## src/two_wire_adc_serial_master_assert.svh

```systemverilog
// assertion macros for the two-wire adc serial master
// included by the modules that carry concurrent checks; no other dependencies
`ifndef TWO_WIRE_ADC_SERIAL_MASTER_ASSERT_SVH
`define TWO_WIRE_ADC_SERIAL_MASTER_ASSERT_SVH
`ifndef NO_ASSERTIONS
// same-cycle implication
`define TWADC_ASSERT_NOW(label, clk, rst, ante, cons) \
  label: assert property (@(posedge clk) disable iff (rst) (ante) |-> (cons)) \
    else $error("twadc assertion failed");
// next-cycle implication
`define TWADC_ASSERT_NEXT(label, clk, rst, ante, cons) \
  label: assert property (@(posedge clk) disable iff (rst) (ante) |=> (cons)) \
    else $error("twadc assertion failed");
`else
`define TWADC_ASSERT_NOW(label, clk, rst, ante, cons)
`define TWADC_ASSERT_NEXT(label, clk, rst, ante, cons)
`endif
`endif

```

## src/twadc_pkg.sv

```systemverilog
`timescale 1ns / 1ps
// shared types and constants for the two-wire adc serial master
// no dependencies
package twadc_pkg;

  localparam int SAMPLE_BITS  = 24;
  localparam int FRAME_CLOCKS = 46;
  localparam int CLK_IDX_W    = 6;
  localparam int CFG_DATA_W   = 32;
  localparam int CFG_INDEX_W  = 1;

  localparam logic [CLK_IDX_W-1:0] CONV_CLOCKS    = CLK_IDX_W'(SAMPLE_BITS + 3);
  localparam logic [CLK_IDX_W-1:0] CMD_CLOCKS     = CLK_IDX_W'(FRAME_CLOCKS);
  localparam logic [CLK_IDX_W-1:0] SAMPLE_LAST    = CLK_IDX_W'(SAMPLE_BITS);
  localparam logic [CLK_IDX_W-1:0] PRE_FIRST      = 6'd28;
  localparam logic [CLK_IDX_W-1:0] PRE_LAST       = 6'd29;
  localparam logic [CLK_IDX_W-1:0] CMDBIT_FIRST   = 6'd30;
  localparam logic [CLK_IDX_W-1:0] CMDBIT_LAST    = 6'd36;
  localparam logic [CLK_IDX_W-1:0] CMDBIT_HOLD    = 6'd37;
  localparam logic [CLK_IDX_W-1:0] BYTE_FIRST     = 6'd38;
  localparam logic [CLK_IDX_W-1:0] BYTE_LAST      = 6'd45;
  // bit index base for msb-first shifting: bit = base - clock
  localparam logic [CLK_IDX_W-1:0] CMDBIT_BASE    = 6'd37;
  localparam logic [CLK_IDX_W-1:0] BYTE_BASE      = 6'd45;

  localparam logic [7:0]  WRITE_CMD_BYTE      = 8'hCA;
  localparam logic [7:0]  READ_CMD_BYTE       = 8'hAC;
  localparam logic [15:0] HALF_PERIOD_RESET   = 16'd16;
  localparam logic [31:0] READY_TIMEOUT_RESET = 32'd15000000;

  localparam logic [CFG_INDEX_W-1:0] REG_HALF_PERIOD   = 1'b0;
  localparam logic [CFG_INDEX_W-1:0] REG_READY_TIMEOUT = 1'b1;

  typedef enum logic [1:0] {
    CMD_CONV    = 2'd0,
    CMD_WRITE   = 2'd1,
    CMD_READ    = 2'd2,
    CMD_UNKNOWN = 2'd3
  } cmd_t;

  typedef enum logic [4:0] {
    PH_IDLE   = 5'b00001,
    PH_PARKED = 5'b00010,
    PH_WAIT   = 5'b00100,
    PH_HIGH   = 5'b01000,
    PH_LOW    = 5'b10000
  } phase_t;

  typedef struct packed {
    logic       start_req;
    logic [1:0] action;
    logic [7:0] write_value;
    logic       dout_in;
  } item_t;

  typedef struct packed {
    logic                         sclk;
    logic                         dout_drive;
    logic                         dout_level;
    logic                         busy_res;
    logic                         done_res;
    logic                         status;
    logic signed [SAMPLE_BITS-1:0] conversion;
    logic [7:0]                   reg_value;
  } result_t;

endpackage

```

## src/twadc_in_stage.sv

```systemverilog
`timescale 1ns / 1ps
// input register: holds one tick word until the sequencer consumes it
// depends on twadc_pkg
module twadc_in_stage (
  input  logic                  clk,
  input  logic                  rst,
  input  logic                  in_valid,
  output logic                  in_stall,
  input  twadc_pkg::item_t      in_data,
  input  logic                  advance,
  output logic                  item_valid,
  output twadc_pkg::item_t      item
);

  logic take;

  assign in_stall = item_valid && !advance;
  assign take     = in_valid && !in_stall;

  always_ff @(posedge clk) begin
    if (rst) begin
      item_valid <= 1'b0;
    end else if (take) begin
      item_valid <= 1'b1;
    end else if (advance) begin
      item_valid <= 1'b0;
    end
  end

  always_ff @(posedge clk) begin
    if (take) begin
      item <= in_data;
    end
  end

endmodule

```

## src/twadc_seq.sv

```systemverilog
`timescale 1ns / 1ps
// bus sequencer: config registers, frame state and one-tick step logic
// depends on twadc_pkg and the assertion macro header
`include "two_wire_adc_serial_master_assert.svh"
module twadc_seq (
  input  logic                                  clk,
  input  logic                                  rst,
  input  logic                                  cfg_we,
  input  logic [twadc_pkg::CFG_INDEX_W-1:0]     cfg_index,
  input  logic [twadc_pkg::CFG_DATA_W-1:0]      cfg_data,
  input  logic                                  step,
  input  twadc_pkg::item_t                      item,
  output twadc_pkg::result_t                    res
);

  logic [15:0] half_period;
  logic [31:0] ready_timeout;

  twadc_pkg::phase_t                    phase, phase_next;
  logic [twadc_pkg::CLK_IDX_W-1:0]      clock_index, clock_index_next;
  logic [15:0]                          half_count, half_count_next;
  logic [31:0]                          wait_count, wait_count_next;
  logic [twadc_pkg::SAMPLE_BITS-1:0]    rx_shift, rx_shift_next;
  logic [7:0]                           tx_shift, tx_shift_next;
  twadc_pkg::cmd_t                      cmd, cmd_next;

  logic [15:0]                          hp_eff;
  logic [31:0]                          tmo_eff;
  logic [15:0]                          half_inc;
  logic [31:0]                          wait_inc;
  logic [twadc_pkg::CLK_IDX_W-1:0]      clk_no;
  logic [twadc_pkg::CLK_IDX_W-1:0]      frame_len;
  logic [1:0]                           drive;
  logic [1:0]                           pin;

  // bit 1 drive, bit 0 level, for 1-based serial clock number
  function automatic logic [1:0] data_drive(twadc_pkg::cmd_t c_cmd,
                                            logic [twadc_pkg::CLK_IDX_W-1:0] c,
                                            logic [7:0] sbyte);
    logic [7:0] cmd_byte;
    logic [2:0] cbit;
    logic [2:0] dbit;
    logic [1:0] r;
    cmd_byte = (c_cmd == twadc_pkg::CMD_WRITE) ? twadc_pkg::WRITE_CMD_BYTE
                                               : twadc_pkg::READ_CMD_BYTE;
    cbit = 3'(twadc_pkg::CMDBIT_BASE - c);
    dbit = 3'(twadc_pkg::BYTE_BASE - c);
    r    = 2'b00;
    if (c_cmd == twadc_pkg::CMD_CONV) begin
      r = 2'b00;
    end else if (c >= twadc_pkg::CMDBIT_FIRST && c <= twadc_pkg::CMDBIT_LAST) begin
      r = {1'b1, cmd_byte[cbit]};
    end else if (c_cmd == twadc_pkg::CMD_WRITE) begin
      if (c == twadc_pkg::CMDBIT_HOLD) begin
        r = {1'b1, cmd_byte[1]};
      end else if (c >= twadc_pkg::BYTE_FIRST && c <= twadc_pkg::BYTE_LAST) begin
        r = {1'b1, sbyte[dbit]};
      end
    end else if (c == twadc_pkg::PRE_FIRST || c == twadc_pkg::PRE_LAST) begin
      r = 2'b11;
    end
    return r;
  endfunction

  // config writes
  always_ff @(posedge clk) begin
    if (rst) begin
      half_period   <= twadc_pkg::HALF_PERIOD_RESET;
      ready_timeout <= twadc_pkg::READY_TIMEOUT_RESET;
    end else if (cfg_we) begin
      if (cfg_index == twadc_pkg::REG_HALF_PERIOD) begin
        half_period <= cfg_data[15:0];
      end else if (cfg_index == twadc_pkg::REG_READY_TIMEOUT) begin
        ready_timeout <= cfg_data[31:0];
      end
    end
  end

  assign hp_eff    = (half_period == 16'd0) ? 16'd1 : half_period;
  assign tmo_eff   = (ready_timeout == 32'd0) ? 32'd1 : ready_timeout;
  assign half_inc  = half_count + 16'd1;
  assign wait_inc  = wait_count + 32'd1;
  assign clk_no    = clock_index + 6'd1;
  assign frame_len = (cmd == twadc_pkg::CMD_CONV) ? twadc_pkg::CONV_CLOCKS
                                                  : twadc_pkg::CMD_CLOCKS;
  assign drive     = data_drive(cmd, clk_no, tx_shift);

  always_comb begin
    phase_next       = phase;
    clock_index_next = clock_index;
    half_count_next  = half_count;
    wait_count_next  = wait_count;
    rx_shift_next    = rx_shift;
    tx_shift_next    = tx_shift;
    cmd_next         = cmd;
    pin              = 2'b00;
    res              = '0;
    unique case (phase)
      twadc_pkg::PH_WAIT: begin
        res.busy_res = 1'b1;
        if (!item.dout_in) begin
          phase_next       = twadc_pkg::PH_HIGH;
          clock_index_next = '0;
          half_count_next  = '0;
        end else begin
          wait_count_next = wait_inc;
          if (wait_inc >= tmo_eff) begin
            res.busy_res = 1'b0;
            res.done_res = 1'b1;
            res.status   = 1'b1;
            res.sclk     = 1'b1;
            pin          = 2'b11;
            phase_next   = twadc_pkg::PH_PARKED;
          end
        end
      end
      twadc_pkg::PH_HIGH: begin
        res.busy_res    = 1'b1;
        res.sclk        = 1'b1;
        pin             = drive;
        half_count_next = half_inc;
        if (half_inc >= hp_eff) begin
          if (cmd == twadc_pkg::CMD_CONV && clk_no <= twadc_pkg::SAMPLE_LAST) begin
            rx_shift_next = {rx_shift[twadc_pkg::SAMPLE_BITS-2:0], item.dout_in};
          end
          half_count_next = '0;
          phase_next      = twadc_pkg::PH_LOW;
        end
      end
      twadc_pkg::PH_LOW: begin
        res.busy_res    = 1'b1;
        pin             = drive;
        half_count_next = half_inc;
        if (half_inc >= hp_eff) begin
          if (cmd == twadc_pkg::CMD_READ && clk_no >= twadc_pkg::BYTE_FIRST &&
              clk_no <= twadc_pkg::BYTE_LAST) begin
            tx_shift_next = {tx_shift[6:0], item.dout_in};
          end
          half_count_next  = '0;
          clock_index_next = clk_no;
          if (clk_no >= frame_len) begin
            res.busy_res = 1'b0;
            res.done_res = 1'b1;
            phase_next   = twadc_pkg::PH_IDLE;
            if (cmd == twadc_pkg::CMD_CONV) begin
              res.conversion = rx_shift;
            end else if (cmd == twadc_pkg::CMD_READ) begin
              res.reg_value = tx_shift_next;
            end
          end else begin
            phase_next = twadc_pkg::PH_HIGH;
          end
        end
      end
      default: begin
        if (phase == twadc_pkg::PH_PARKED) begin
          res.sclk = 1'b1;
          pin      = 2'b11;
        end else begin
          phase_next = twadc_pkg::PH_IDLE;
        end
        if (item.start_req && item.action != twadc_pkg::CMD_UNKNOWN) begin
          cmd_next         = twadc_pkg::cmd_t'(item.action);
          tx_shift_next    = item.write_value;
          rx_shift_next    = '0;
          wait_count_next  = '0;
          clock_index_next = '0;
          half_count_next  = '0;
          phase_next       = twadc_pkg::PH_WAIT;
          res.busy_res     = 1'b1;
          res.sclk         = 1'b0;
          pin              = 2'b00;
        end
      end
    endcase
    res.dout_drive = pin[1];
    res.dout_level = pin[0];
  end

  always_ff @(posedge clk) begin
    if (rst) begin
      phase       <= twadc_pkg::PH_IDLE;
      clock_index <= '0;
      half_count  <= '0;
      wait_count  <= '0;
      rx_shift    <= '0;
      tx_shift    <= '0;
      cmd         <= twadc_pkg::CMD_CONV;
    end else if (step) begin
      phase       <= phase_next;
      clock_index <= clock_index_next;
      half_count  <= half_count_next;
      wait_count  <= wait_count_next;
      rx_shift    <= rx_shift_next;
      tx_shift    <= tx_shift_next;
      cmd         <= cmd_next;
    end
  end

  `TWADC_ASSERT_NEXT(a_frame_end_idle, clk, rst, step && res.done_res && !res.status, phase == twadc_pkg::PH_IDLE)
  `TWADC_ASSERT_NEXT(a_timeout_parks, clk, rst, step && res.status, phase == twadc_pkg::PH_PARKED)
  `TWADC_ASSERT_NEXT(a_ready_starts_frame, clk, rst, step && phase == twadc_pkg::PH_WAIT && !item.dout_in, phase == twadc_pkg::PH_HIGH && clock_index == '0)
  `TWADC_ASSERT_NOW(a_index_in_frame, clk, rst, phase == twadc_pkg::PH_HIGH || phase == twadc_pkg::PH_LOW, clock_index < twadc_pkg::CMD_CLOCKS)

endmodule

```

## src/twadc_out_stage.sv

```systemverilog
`timescale 1ns / 1ps
// output register: holds one result word until the consumer takes it
// depends on twadc_pkg
module twadc_out_stage (
  input  logic                  clk,
  input  logic                  rst,
  input  logic                  advance,
  input  twadc_pkg::result_t    res,
  output logic                  out_free,
  output logic                  out_valid,
  input  logic                  out_stall,
  output twadc_pkg::result_t    out_data
);

  assign out_free = !out_valid || !out_stall;

  always_ff @(posedge clk) begin
    if (rst) begin
      out_valid <= 1'b0;
    end else if (advance) begin
      out_valid <= 1'b1;
    end else if (!out_stall) begin
      out_valid <= 1'b0;
    end
  end

  always_ff @(posedge clk) begin
    if (advance) begin
      out_data <= res;
    end
  end

endmodule

```

## src/two_wire_adc_serial_master.sv

```systemverilog
`timescale 1ns / 1ps
// top level of the two-wire sigma-delta adc serial master
// depends on twadc_pkg, twadc_in_stage, twadc_seq and twadc_out_stage
//
//   channel   direction  handshake           word
//   in        sink       in_valid/in_stall   twadc_pkg::item_t, one system tick
//   out       source     out_valid/out_stall twadc_pkg::result_t, pin levels and status
//   cfg       sink       cfg_we              cfg_index selects, cfg_data carries value
//
// one word per cycle sustained while the output is not stalled: each tick word goes
// input register -> step logic -> output register
// the step logic (one 32-bit add and compare for the ready timeout) sets the path
// a stalled output holds its word; the input register keeps taking until it is full
// reset clears the handshake flags, the frame state and loads the default
// half period (16) and ready timeout (15000000)
module two_wire_adc_serial_master (
  input  logic                                 clk,
  input  logic                                 rst,
  input  logic                                 in_valid,
  output logic                                 in_stall,
  input  twadc_pkg::item_t                     in_data,
  output logic                                 out_valid,
  input  logic                                 out_stall,
  output twadc_pkg::result_t                   out_data,
  input  logic                                 cfg_we,
  input  logic [twadc_pkg::CFG_INDEX_W-1:0]    cfg_index,
  input  logic [twadc_pkg::CFG_DATA_W-1:0]     cfg_data
);

  logic               item_valid;
  twadc_pkg::item_t   item;
  twadc_pkg::result_t res;
  logic               out_free;
  logic               advance;

  // a word moves on when one is waiting and the output slot frees up this cycle
  assign advance = item_valid && out_free;

  twadc_in_stage u_in (
    .clk        (clk),
    .rst        (rst),
    .in_valid   (in_valid),
    .in_stall   (in_stall),
    .in_data    (in_data),
    .advance    (advance),
    .item_valid (item_valid),
    .item       (item)
  );

  // sequencer state only moves on consumed words, so stalls never skip a tick
  twadc_seq u_seq (
    .clk       (clk),
    .rst       (rst),
    .cfg_we    (cfg_we),
    .cfg_index (cfg_index),
    .cfg_data  (cfg_data),
    .step      (advance),
    .item      (item),
    .res       (res)
  );

  twadc_out_stage u_out (
    .clk       (clk),
    .rst       (rst),
    .advance   (advance),
    .res       (res),
    .out_free  (out_free),
    .out_valid (out_valid),
    .out_stall (out_stall),
    .out_data  (out_data)
  );

endmodule
```

## config.mk

```make
export PLATFORM = sky130hd
export DESIGN_NAME = two_wire_adc_serial_master
export DESIGN_NICKNAME = d
export VERILOG_FILES = /design/src/twadc_pkg.sv /design/src/twadc_in_stage.sv /design/src/twadc_seq.sv /design/src/twadc_out_stage.sv /design/src/two_wire_adc_serial_master.sv
export VERILOG_INCLUDE_DIRS = /design/src /design/src/src
export SDC_FILE = /design/constraint.sdc
export NUM_CORES = 1
export LEC_CHECK = 0
export BUFFER_PORTS_ARGS = -buffer_cell sky130_fd_sc_hd__buf_2
export CELL_PAD_IN_SITES_DETAIL_PLACEMENT = 0
export CELL_PAD_IN_SITES_GLOBAL_PLACEMENT = 1
export CORE_AREA = 2 2 161 163
export CTS_CLUSTER_SIZE = 8
export DETAILED_ROUTE_END_ITERATION = 10
export DIE_AREA = 0 0 163 165
export PLACE_DENSITY = 0.82
export SLEW_MARGIN = 20
export SYNTH_ARGS = -nofsm -noshare
export SYNTH_HDL_FRONTEND = slang
export SYNTH_SLANG_ARGS = --single-unit
```

## constraint.sdc

```tcl
create_clock -name clk -period 5.68 [get_ports clk]
set_clock_uncertainty 0.15 [all_clocks]
set_input_delay 0.284 -clock clk [delete_from_list [all_inputs] [get_ports clk]]
set_output_delay 0.284 -clock clk [all_outputs]
set_load 0.05 [all_outputs]
```

==> metrics, run 1 <==
arrival time worst endpoint 4.57 ns; Crit path required time roughly 5.7 ns; number of standard cells in the final layout excluding fillers 1560; share of synthesized area occupied by flip-flops and latches 0.439; RSZ-0062 raised after global routing no; clock period minus worst slack between 4 and 5 ns; number of antenna violations at the first check in global routing 0; weighted congestion at the end of routability-driven global placement about 0.83; average wire per cell in the routed design 15.1 µm; Worst Setup End Kind register; number of post-CTS setup repair buffers 0; synthesized net count 1216; Worst-path clk slew 0.08 ns; maximum number of pins on one net before global-route repair 88; static leakage power between 0.004 and 0.005 µW; number of global-route vias before repair ~8000; number of port buffers 89; first drt pass iteration count 5; Worst path most repeated cell o21ai_0; Iteration-0 DRC Markers 503; Final Util 0.469; P&R area growth vs syn 18.1%; number of remaining DRC errors 0; clock latency reported for the late side of the worst-skew pair 0.44 ns; Rel. slew slack 0.271; max capacitance violation total 0; starting utilization of the core area 0.397; number of distinct library cells after synthesis 67; number of cells after detailed placement 1482; Die ar. 26900 µm²; Final setup viols 0; longest individual stage delay on the worst path 0.59 ns; number of standard-cell rows in the floorplan 58; post-synthesis average cell area 8.97 µm²; pwr/cell area 250 nW/µm²; post-route worst hold slack 0.131 ns; Fmax approximately 220 MHz; final WL 23.6 mm; overall power 2930 µW; wire length of the first global-routing pass 39.1 mm; pin slew with the least headroom to its limit 1.09 ns; buffer levels on the longest clock path 2; Max rail drop VDD 0.173 mV; worst path cell trace ha_1 -> and3_1 -> and2_1 -> nand4_1 -> nor2_1 -> nand3_1 -> xnor2_1 -> ha_1 -> nand2_1 -> o21ai_0 -> a221oi_1 -> o21ai_0 -> nor2_1 -> o21a_1 -> o21ai_0; CP max stage cell nor2_1; Cells after Synth 1107; Post-synth EDFFs 50; # fillers 2426; number of clock sinks seen by CTS 193; number of pins with negative max-slew slack in the final report 0; Yosys warning total 0; vias after detailed routing 8310; Async SR Flop Fraction 0; H-tree levels 4; clk root buf clkbuf_16; path category of the worst min-delay check in -> reg; critical-path maximum fanout 7; path type of the worst setup path reg -> reg; most common library cell in the layout ignoring fill and taps dfxtp_1; vias per cell 5.33; endpoints failing hold 0; Total Neg Setup Slack 0 ns; horizontal die dimension approximately 160 µm; global-route total usage across every layer 0.180; Detail Placement HPWL 16.4 mm; Worst R2R Setup Slack 1.15 ns; # diodes 0; most instantiated flip-flop cell in the synthesis netlist dfxtp_1; Tcrit/Tclk final 0.798; Mapped Area 9930 µm²; num ports 90; DIE HEIGHT approximately 170 µm; nature of the critical path startpoint register; clock tree from TritonCTS yes; area of the core 25000 µm²; post-detailed-route count of antenna-violating nets 0; share of post-route cells with drive strength above 1 0.124; Inserted Clock Buffers 17; flop and latch count out of synthesis 193; run status finished clean; commonest cells after routing, fill and taps aside 143 x dfxtp_1, 142 x nand2_1, 109 x a21oi_1; overall overflow remaining after global route 0; final layout net count roughly 1300
## sequential cells by signal (all words and copies together) (netlist names)
name and count:
u_in.item 12, u_in.item_valid 1, u_out.out_data 38, u_out.out_valid 1
u_seq.clock_index 6, u_seq.cmd 2, u_seq.half_count 16, u_seq.half_period 16
u_seq.phase 5, u_seq.ready_timeout 32, u_seq.rx_shift 24, u_seq.tx_shift 8
u_seq.wait_count 32
## synth_stat cells, types with 9 or more instances
| library cell | count | area [µm²] |
|---|---|---|
| nor4_1 | 12 | 75.1 |
| a21oi_1 | 109 | 546 |
| ha_1 | 59 | 738 |
| and4_1 | 9 | 78.8 |
| edfxtp_1 | 50 | 1500 |
| dfxtp_1 | 143 | 2860 |
| o21ai_0 | 45 | 225 |
| xnor2_1 | 27 | 236 |
| a22o_1 | 34 | 298 |
| o211ai_1 | 15 | 113 |
| nand4_1 | 14 | 87.6 |
| nand3b_1 | 12 | 90.1 |
| nor2_1 | 74 | 278 |
| nand3_1 | 39 | 195 |
| inv_1 | 62 | 233 |
| o31ai_1 | 9 | 67.6 |
| nand2_1 | 142 | 533 |
| clkbuf_1 | 44 | 165 |
| xor2_1 | 22 | 193 |
| and2_1 | 33 | 206 |
| mux2i_1 | 14 | 140 |
| nor3_1 | 19 | 95.1 |
| and3_1 | 17 | 106 |
## kinds of logic (layout without fill, tap and decap cells)
kind of cell | after synthesis | in the layout | synth area share
buffers and inverters | 115 | 238 | 0.0441
multiplexers | 17 | 17 | 0.0198
adder cells (fa/ha/maj) | 59 | 59 | 0.0743
flip-flops | 193 | 193 | 0.439
AND/OR/NAND/NOR | 405 | 405 | 0.202
XOR/XNOR | 50 | 50 | 0.0449
AO/OA/AOI/OAI | 268 | 268 | 0.176
## critical path, delay by kind of cell (launching register included)
family	cells	cell delay (ns)
adder cells (fa/ha/maj)	2	0.52
flip-flops	1	0.42
AND/OR/NAND/NOR	7	2.05
XOR/XNOR	1	0.25
AO/OA/AOI/OAI	5	0.90
## layout make-up
| cell class | count | area (µm²) | area share |
|---|---|---|---|
| flip-flops and latches | 193 | 4360 | 0.372 |
| multi-input cells | 799 | 5150 | 0.439 |
| inverters | 62 | 233 | 0.0198 |
| repair buffers | 144 | 973 | 0.0830 |
| well taps | 330 | 413 | 0.0352 |
| clock inverters | 15 | 170 | 0.0145 |
| clock buffers | 17 | 425 | 0.0363 |
## routing by layer
metal	global-route usage	wire length, µm	vias to the layer above
met5	0	0	-
met4	0.0503	318	0
met3	0.0236	977	27
met2	0.288	10600	203
met1	0.256	11700	3892
li1	-	-	4188
## worst paths after layout
| kind | startpoint | to | cells past startpoint |
|---|---|---|---|
| setup reg to reg | u_seq.wait_count[0]$_SDFFE_PP0P_ | u_out.out_data[35]$_DFFE_PP_ | 15 |
| hold / removal | cfg_index | u_seq.half_period[9]$_SDFFE_PP0P_ | 4 |
| setup / recovery | u_seq.wait_count[0]$_SDFFE_PP0P_ | u_out.out_data[35]$_DFFE_PP_ | 15 |
| hold reg to reg | u_seq.half_period[2]$_SDFFE_PP0P_ | u_seq.half_period[2]$_SDFFE_PP0P_ | 2 |
## metrics by stage
step                setup WS [ns]  area (µm²)
floorplan                    2.05        9930
global placement             1.20       10700
detailed placement           1.16       10700
CTS                          1.16       11700
global route                0.664       11700
finish                       1.15       11700
## what timing repair did
item,4_1_cts,5_1_grt
hold endpoints to repair,61,0
resized for setup,0,0
hold buffers,46,0
## where the power goes
group          total [µW]  leakage (µW)  switching, µW  internal, µW
combinational         246       0.00273            161          84.7
sequential           1470       0.00161           22.8          1450
clock                1210      0.000292            585           629
total                2930       0.00463            769          2160
(Power assumes the default switching activity.)
==> run 2: changes to the inputs <==
- PLACE_DENSITY: 0.82 -> 0.84
- clock period: 5.68 -> 4.05 ns (I/O delays scaled with it)
==> run 2 against run 1 <==
Compared with the run above:
- cell count grew 1.2%
- routed wire length rose by 1.2%
- first-iteration DRC count is 28% higher
- critical path depth is 1 lower
- non-clock buffer count up 19
- sequential share of layout area shrank 0.49 points
- setup slack worse by 1.0 ns
- total power rose by 40%
- count of clock-buffer cells in the layout up 4
- critical endpoint is now u_seq.phase[3]$_SDFFE_PP0P_
- global-route usage about the same
- final area grew 1.5%
==> metrics, run 2 (synthesis results as in run 1) <==
smallest setup slack after layout 0.111 ns (was 1.15 ns); final layout net count 1345 (was 1326); max capacitance violation total 0 (unchanged); vias after detailed routing 8374 (was 8310); number of standard-cell rows in the floorplan 58 (unchanged); area of the core 25000 µm² (unchanged); weighted congestion at the end of routability-driven global placement 0.853 (was 0.831); Worst-path clk slew 0.07 ns (was 0.08 ns); num ports 90 (unchanged); P&R area growth vs syn 19.9% (was 18.1%); wire length of the first global-routing pass 39.1 mm (about the same); vias per cell 5.30 (was 5.33); RSZ-0062 raised after global routing no (unchanged); Die ar. 26900 µm² (unchanged); number of flip-flops under the largest register name 38 (unchanged); overall power 4100 µW (was 2930 µW); registers with the highest flip-flop counts u_out.out_data x38, u_seq.ready_timeout x32, u_seq.wait_count x32 (unchanged); path category of the worst min-delay check in -> reg (unchanged); Bufs and invs on worst path 1 (was 0); number of pins with negative max-slew slack in the final report 0 (unchanged); number of remaining DRC errors 0 (unchanged); Max rail drop VDD 0.251 mV (was 0.173 mV); most common library cell in the layout ignoring fill and taps nand2_1 (was dfxtp_1); run status finished clean (unchanged); Worst Setup End Kind register (unchanged); longest individual stage delay on the worst path 0.55 ns (was 0.59 ns); Tcrit/Tclk final 0.973 (was 0.798); global-route total usage across every layer 0.180 (about the same); endpoints failing hold 0 (unchanged); top cell family by delay on the critical path simple AND/OR/NAND/NOR gates (unchanged); starting utilization of the core area 0.397 (unchanged); number of global-route vias before repair 7941 (was 7854); overall overflow remaining after global route 0 (unchanged); arrival time worst endpoint 4.15 ns (was 4.57 ns); Crit path required time 4.26 ns (was 5.71 ns); post-route worst hold slack 0.139 ns (was 0.131 ns); Inserted Clock Buffers 17 (unchanged); Fmax 254 MHz (was 221 MHz); critical-path maximum fanout 7 (unchanged); H-tree levels 4 (unchanged); number of clock sinks seen by CTS 193 (unchanged); DIE HEIGHT 165 µm (unchanged); worst path cell trace ha_1 -> and3_2 -> and3_1 -> and4_1 -> xor2_1 -> ha_1 -> nand4_1 -> or4_1 -> a221o_1 -> a311oi_1 -> nor2_1 -> buf_4 -> a2111o_1 -> o21ai_0 (was ha_1 -> and3_1 -> and2_1 -> nand4_1 -> nor2_1 -> nand3_1 -> xnor2_1 -> ha_1 -> nand2_1 -> o21ai_0 -> a221oi_1 -> o21ai_0 -> nor2_1 -> o21a_1 -> o21ai_0); Total Neg Setup Slack 0 ns (unchanged); share of post-route cells with drive strength above 1 0.147 (was 0.124); clk root buf clkbuf_16 (unchanged); CP max stage cell or4_1 (was nor2_1); static leakage power 0.00474 µW (was 0.00463 µW); Detail Placement HPWL 16.5 mm (was 16.4 mm); number of port buffers 89 (unchanged); post-detailed-route count of antenna-violating nets 0 (unchanged); number of antenna violations at the first check in global routing 0 (unchanged); first drt pass iteration count 5 (unchanged); Final setup viols 0 (unchanged); Iteration-0 DRC Markers 643 (was 503); nature of the critical path startpoint register (unchanged); largest reg by FF count u_out.out_data (unchanged); # diodes 0 (unchanged); Setup Slack @ Placement 0.0852 ns (was 1.16 ns); average wire per cell in the routed design 15.1 µm (about the same); maximum number of pins on one net before global-route repair 64 (was 88); clock latency reported for the late side of the worst-skew pair 0.44 ns (about the same); final WL 23.9 mm (was 23.6 mm); commonest cells after routing, fill and taps aside 141 x nand2_1, 138 x dfxtp_1, 108 x a21oi_1 (was 143 x dfxtp_1, 142 x nand2_1, 109 x a21oi_1); Worst R2R Setup Slack 0.11 ns (was 1.15 ns); clock tree from TritonCTS yes (unchanged); pin slew with the least headroom to its limit 1.01 ns (was 1.09 ns); path type of the worst setup path reg -> reg (unchanged); buffer levels on the longest clock path 2 (unchanged); Worst path most repeated cell ha_1 (was o21ai_0); Rel. slew slack 0.325 (was 0.271); pwr/cell area 344 nW/µm² (was 250 nW/µm²); clock period minus worst slack 3.94 ns (was 4.53 ns); horizontal die dimension 163 µm (unchanged)
run 2: changes by cell type in the layout (fill, tap and decap cells not counted), sizes merged:
cell and delta:
buf +19, clkbuf +4, clkinv -4
run 2: repair_timing:
action | CTS | global route
gates resized for setup | 0 | 18
hold endpoints to repair | 62 | 0
endpoints found under the setup margin | 0 | 19
hold buffers | 46 | 0
buffers inserted | 0 | 0
run 2: cell type report:
cell class	instances	area, µm²
Fill cell	2377	13100
Multi-Input combinational cell	799	5190
Sequential cell	193	4370
Timing Repair Buffer	163	1120
Clock buffer	21	460
Tap cell	330	413
Inverter	62	233
Clock inverter	11	118
run 2: power by group:
part	switching, µW	leakage (µW)	internal (µW)
Combinational	228	0.00284	121
Clock	787	0.000283	902
Sequential	32.5	0.00162	2030
Total	1050	0.00474	3050
run 2: through the flow:
step | area, µm² | std cells | util
2_1_floorplan | 9930 | 1107 | -
3_3_place_gp | 10800 | 1501 | 0.432
3_5_place_dp | 10800 | 1501 | 0.432
4_1_cts | 11900 | 1579 | 0.474
5_1_grt | 11900 | 1579 | 0.476
6_report | 11900 | 1579 | 0.476
run 2: path summary, 6_finish.rpt:
check,start,depth (start not counted),to
setup reg to reg,u_seq.wait_count[0]$_SDFFE_PP0P_,14,u_seq.phase[3]$_SDFFE_PP0P_
setup / recovery,u_seq.wait_count[0]$_SDFFE_PP0P_,14,u_seq.phase[3]$_SDFFE_PP0P_
hold / removal,rst,2,u_out.out_valid$_SDFFE_PP0P_
hold reg to reg,u_seq.half_period[0]$_SDFFE_PP0P_,2,u_seq.half_period[0]$_SDFFE_PP0P_
run 2: per-layer routing:
layer	global-route usage	wire, µm
met4	0.0479	308
met1	0.256	12100
met5	0	0
met2	0.283	10500
met3	0.0291	919
run 2: worst reg2reg max path, stage by stage, from the launching register on:
cell and delay, ns:
dfxtp_2 0.35, ha_1 0.21, and3_2 0.25, and3_1 0.20
and4_1 0.24, xor2_1 0.16, ha_1 0.28, nand4_1 0.13
or4_1 0.55, a221o_1 0.29, a311oi_1 0.28, nor2_1 0.14
buf_4 0.19, a2111o_1 0.40, o21ai_0 0.07
==> run 3: changes to the inputs <==
- MAX_ROUTING_LAYER: default -> met4
- SETUP_SLACK_MARGIN: default -> 0.5
==> run 3 against run 2 <==
Compared with the run above:
- final area rose by 6.6%
- global-route usage rose by 1.4 points
- largest power group unchanged
- routed wire length rose by 7.2%
- cell count rose by 2.7%
- sequential power barely moved
- combinational power rose by 6.6%
- setup slack improved by 0.36 ns
- first-iteration DRC count fell by 7.6%
- critical path depth did not move
==> metrics, run 3 (synthesis results as in run 1) <==
run status finished clean (unchanged); clock latency reported for the late side of the worst-skew pair 0.44 ns (about the same); vias after detailed routing 8683 (was 8374); share of post-route cells with drive strength above 1 0.238 (was 0.147); num ports 90 (unchanged); pin slew with the least headroom to its limit 0.748 ns (was 1.01 ns); Detail Placement HPWL 17.0 mm (was 16.5 mm); power share of the combinational group 0.091 (was 0.085); Final setup viols 0 (unchanged); starting utilization of the core area 0.397 (unchanged); number of port buffers 89 (unchanged); buffer levels on the longest clock path 2 (unchanged); sw frac 0.270 (was 0.256); average wire per cell in the routed design 15.8 µm (was 15.1 µm); arrival time worst endpoint 3.80 ns (was 4.15 ns); global-route total usage across every layer 0.194 (was 0.180); overall power 4070 µW (was 4100 µW); path category of the worst min-delay check in -> reg (unchanged); post-detailed-route count of antenna-violating nets 0 (unchanged); RSZ-0062 raised after global routing yes (was no); number of cell instances on the worst register-to-register path 14 (unchanged); area occupied by multi-input gates 5580 µm² (was 5190 µm²); H-tree levels 4 (unchanged); max capacitance violation total 0 (unchanged); clk root buf clkbuf_16 (unchanged); P&R area growth vs syn 27.8% (was 19.9%); smallest setup slack after layout 0.472 ns (was 0.111 ns); overall overflow remaining after global route 0 (unchanged); Crit path required time 4.27 ns (was 4.26 ns); weighted congestion at the end of routability-driven global placement 0.838 (was 0.853); Worst Setup End Kind register (unchanged); endpoints failing hold 0 (unchanged); commonest cells after routing, fill and taps aside 139 x nand2_1, 122 x dfxtp_1, 104 x a21oi_1 (was 141 x nand2_1, 138 x dfxtp_1, 108 x a21oi_1); wire length of the first global-routing pass 40.6 mm (was 39.1 mm); DIE HEIGHT 165 µm (unchanged); final layout net count 1388 (was 1345); register cell area after layout 4420 µm² (was 4370 µm²); Tcrit/Tclk final 0.883 (was 0.973); Inserted Clock Buffers 17 (unchanged); registers with the highest flip-flop counts u_out.out_data x38, u_seq.ready_timeout x32, u_seq.wait_count x32 (unchanged); Fmax 279 MHz (was 254 MHz); horizontal die dimension 163 µm (unchanged); path type of the worst setup path reg -> reg (unchanged); pwr/cell area 321 nW/µm² (was 344 nW/µm²); static leakage power 0.00502 µW (was 0.00474 µW); critical-path maximum fanout 6 (was 7); number of flip-flops under the largest register name 38 (unchanged); instance count along the most critical hold path 4 (was 2); most common library cell in the layout ignoring fill and taps nand2_1 (unchanged); # diodes 0 (unchanged); Total Neg Setup Slack 0 ns (unchanged); number of clock sinks seen by CTS 193 (unchanged); nature of the critical path startpoint register (unchanged); Rel. slew slack 0.500 (was 0.325); final WL 25.6 mm (was 23.9 mm); first drt pass iteration count 5 (unchanged); number of standard-cell rows in the floorplan 58 (unchanged); sequential share of power 0.504 (was 0.503); largest reg by FF count u_out.out_data (unchanged); vias per cell 5.35 (was 5.30); switching power of the nets 1100 µW (was 1050 µW); internal power 2970 µW (was 3050 µW); Setup Slack @ Placement 0.0933 ns (was 0.0852 ns); Iteration-0 DRC Markers 594 (was 643); clock period minus worst slack 3.58 ns (was 3.94 ns); number of antenna violations at the first check in global routing 0 (unchanged); Worst-path clk slew 0.07 ns (about the same); # fillers 2279 (was 2377); Die ar. 26900 µm² (unchanged); Max rail drop VDD 0.298 mV (was 0.251 mV); Clk network pwr share 0.404 (was 0.412); area of the core 25000 µm² (unchanged); number of pins with negative max-slew slack in the final report 0 (unchanged); maximum number of pins on one net before global-route repair 45 (was 64); number of remaining DRC errors 0 (unchanged); number of global-route vias before repair 8203 (was 7941); clock tree from TritonCTS yes (unchanged)
-- run 3: cell types whose count changed in the layout (fill, tap and decap cells not counted), sizes merged --
| cell | change |
|---|---|
| clkbuf | -3 |
| bufinv | -1 |
| clkinv | +2 |
| buf | +43 |
| clkinvlp | +1 |
| inv | +1 |
-- run 3: stage by stage --
| step | utilization | hold slack [ns] | std cells | instance area (µm²) |
|---|---|---|---|---|
| global placement | 0.434 | 0.233 | 1503 | 10900 |
| global route | 0.507 | 0.0458 | 1622 | 12700 |
| floorplan | - | 0.151 | 1107 | 9950 |
| CTS | 0.488 | 0.0338 | 1601 | 12200 |
| finish | 0.507 | 0.0469 | 1622 | 12700 |
| detailed placement | 0.434 | 0.231 | 1503 | 10900 |
-- run 3: layout make-up --
| type | instances | area share |
|---|---|---|
| well taps | 330 | 0.0325 |
| repair buffers | 206 | 0.116 |
| clock inverters | 14 | 0.0111 |
| flip-flops and latches | 193 | 0.348 |
| inverters | 62 | 0.0183 |
| multi-input cells | 799 | 0.440 |
| clock buffers | 18 | 0.0338 |
-- run 3: power groups by stage --
stage / Combinational (µW) / Clock (µW) / Sequential (µW)
detailed placement: 314 / 0 / 2110
floorplan: 147 / 0 / 2160
finish: 372 / 1650 / 2050
global route: 404 / 1770 / 2060
global placement: 313 / 0 / 2100
CTS: 359 / 1680 / 2060
-- run 3: timing repair --
| action | CTS | global route |
|---|---|---|
| gates cloned | 2 | 0 |
| endpoints found under the hold margin | 62 | 0 |
| hold buffers | 46 | 0 |
| setup endpoints to repair | 86 | 99 |
| pin swaps | 14 | 48 |
| setup buffers | 18 | 21 |
| resized for setup | 60 | 73 |
-- run 3: critical path, cell delays in order (launching register included) --
cell      delay, ns
dfxtp_4        0.36
ha_4           0.17
and3_4         0.19
and2_4         0.15
and4_4         0.16
xor2_2         0.18
ha_1           0.28
nand4_1        0.10
or4_4          0.54
a221o_1        0.30
a311oi_2       0.29
nor2_4         0.10
buf_6          0.14
a2111o_1       0.34
o21ai_1        0.07
-- run 3: worst paths after layout --
| check | end | from | slack (ns) |
|---|---|---|---|
| worst max register to register | u_seq.phase[3]$_SDFFE_PP0P_ | u_seq.wait_count[1]$_SDFFE_PP0P_ | 0.47 |
| worst min-delay path | u_seq.half_period[3]$_SDFFE_PP0P_ | cfg_index | 0.05 |
| worst max-delay path | u_seq.phase[3]$_SDFFE_PP0P_ | u_seq.wait_count[1]$_SDFFE_PP0P_ | 0.47 |
| worst min register to register | u_seq.half_period[0]$_SDFFE_PP0P_ | u_seq.half_period[0]$_SDFFE_PP0P_ | 0.31 |
-- run 3: routing by layer --
layer  up-vias  routed length, µm  global-route usage
met5         -                  0                   -
met4         0                454              0.0563
met3        34               1190              0.0337
met2       228              11600               0.303
met1      4122              12300               0.258
li1       4299                  -                   -
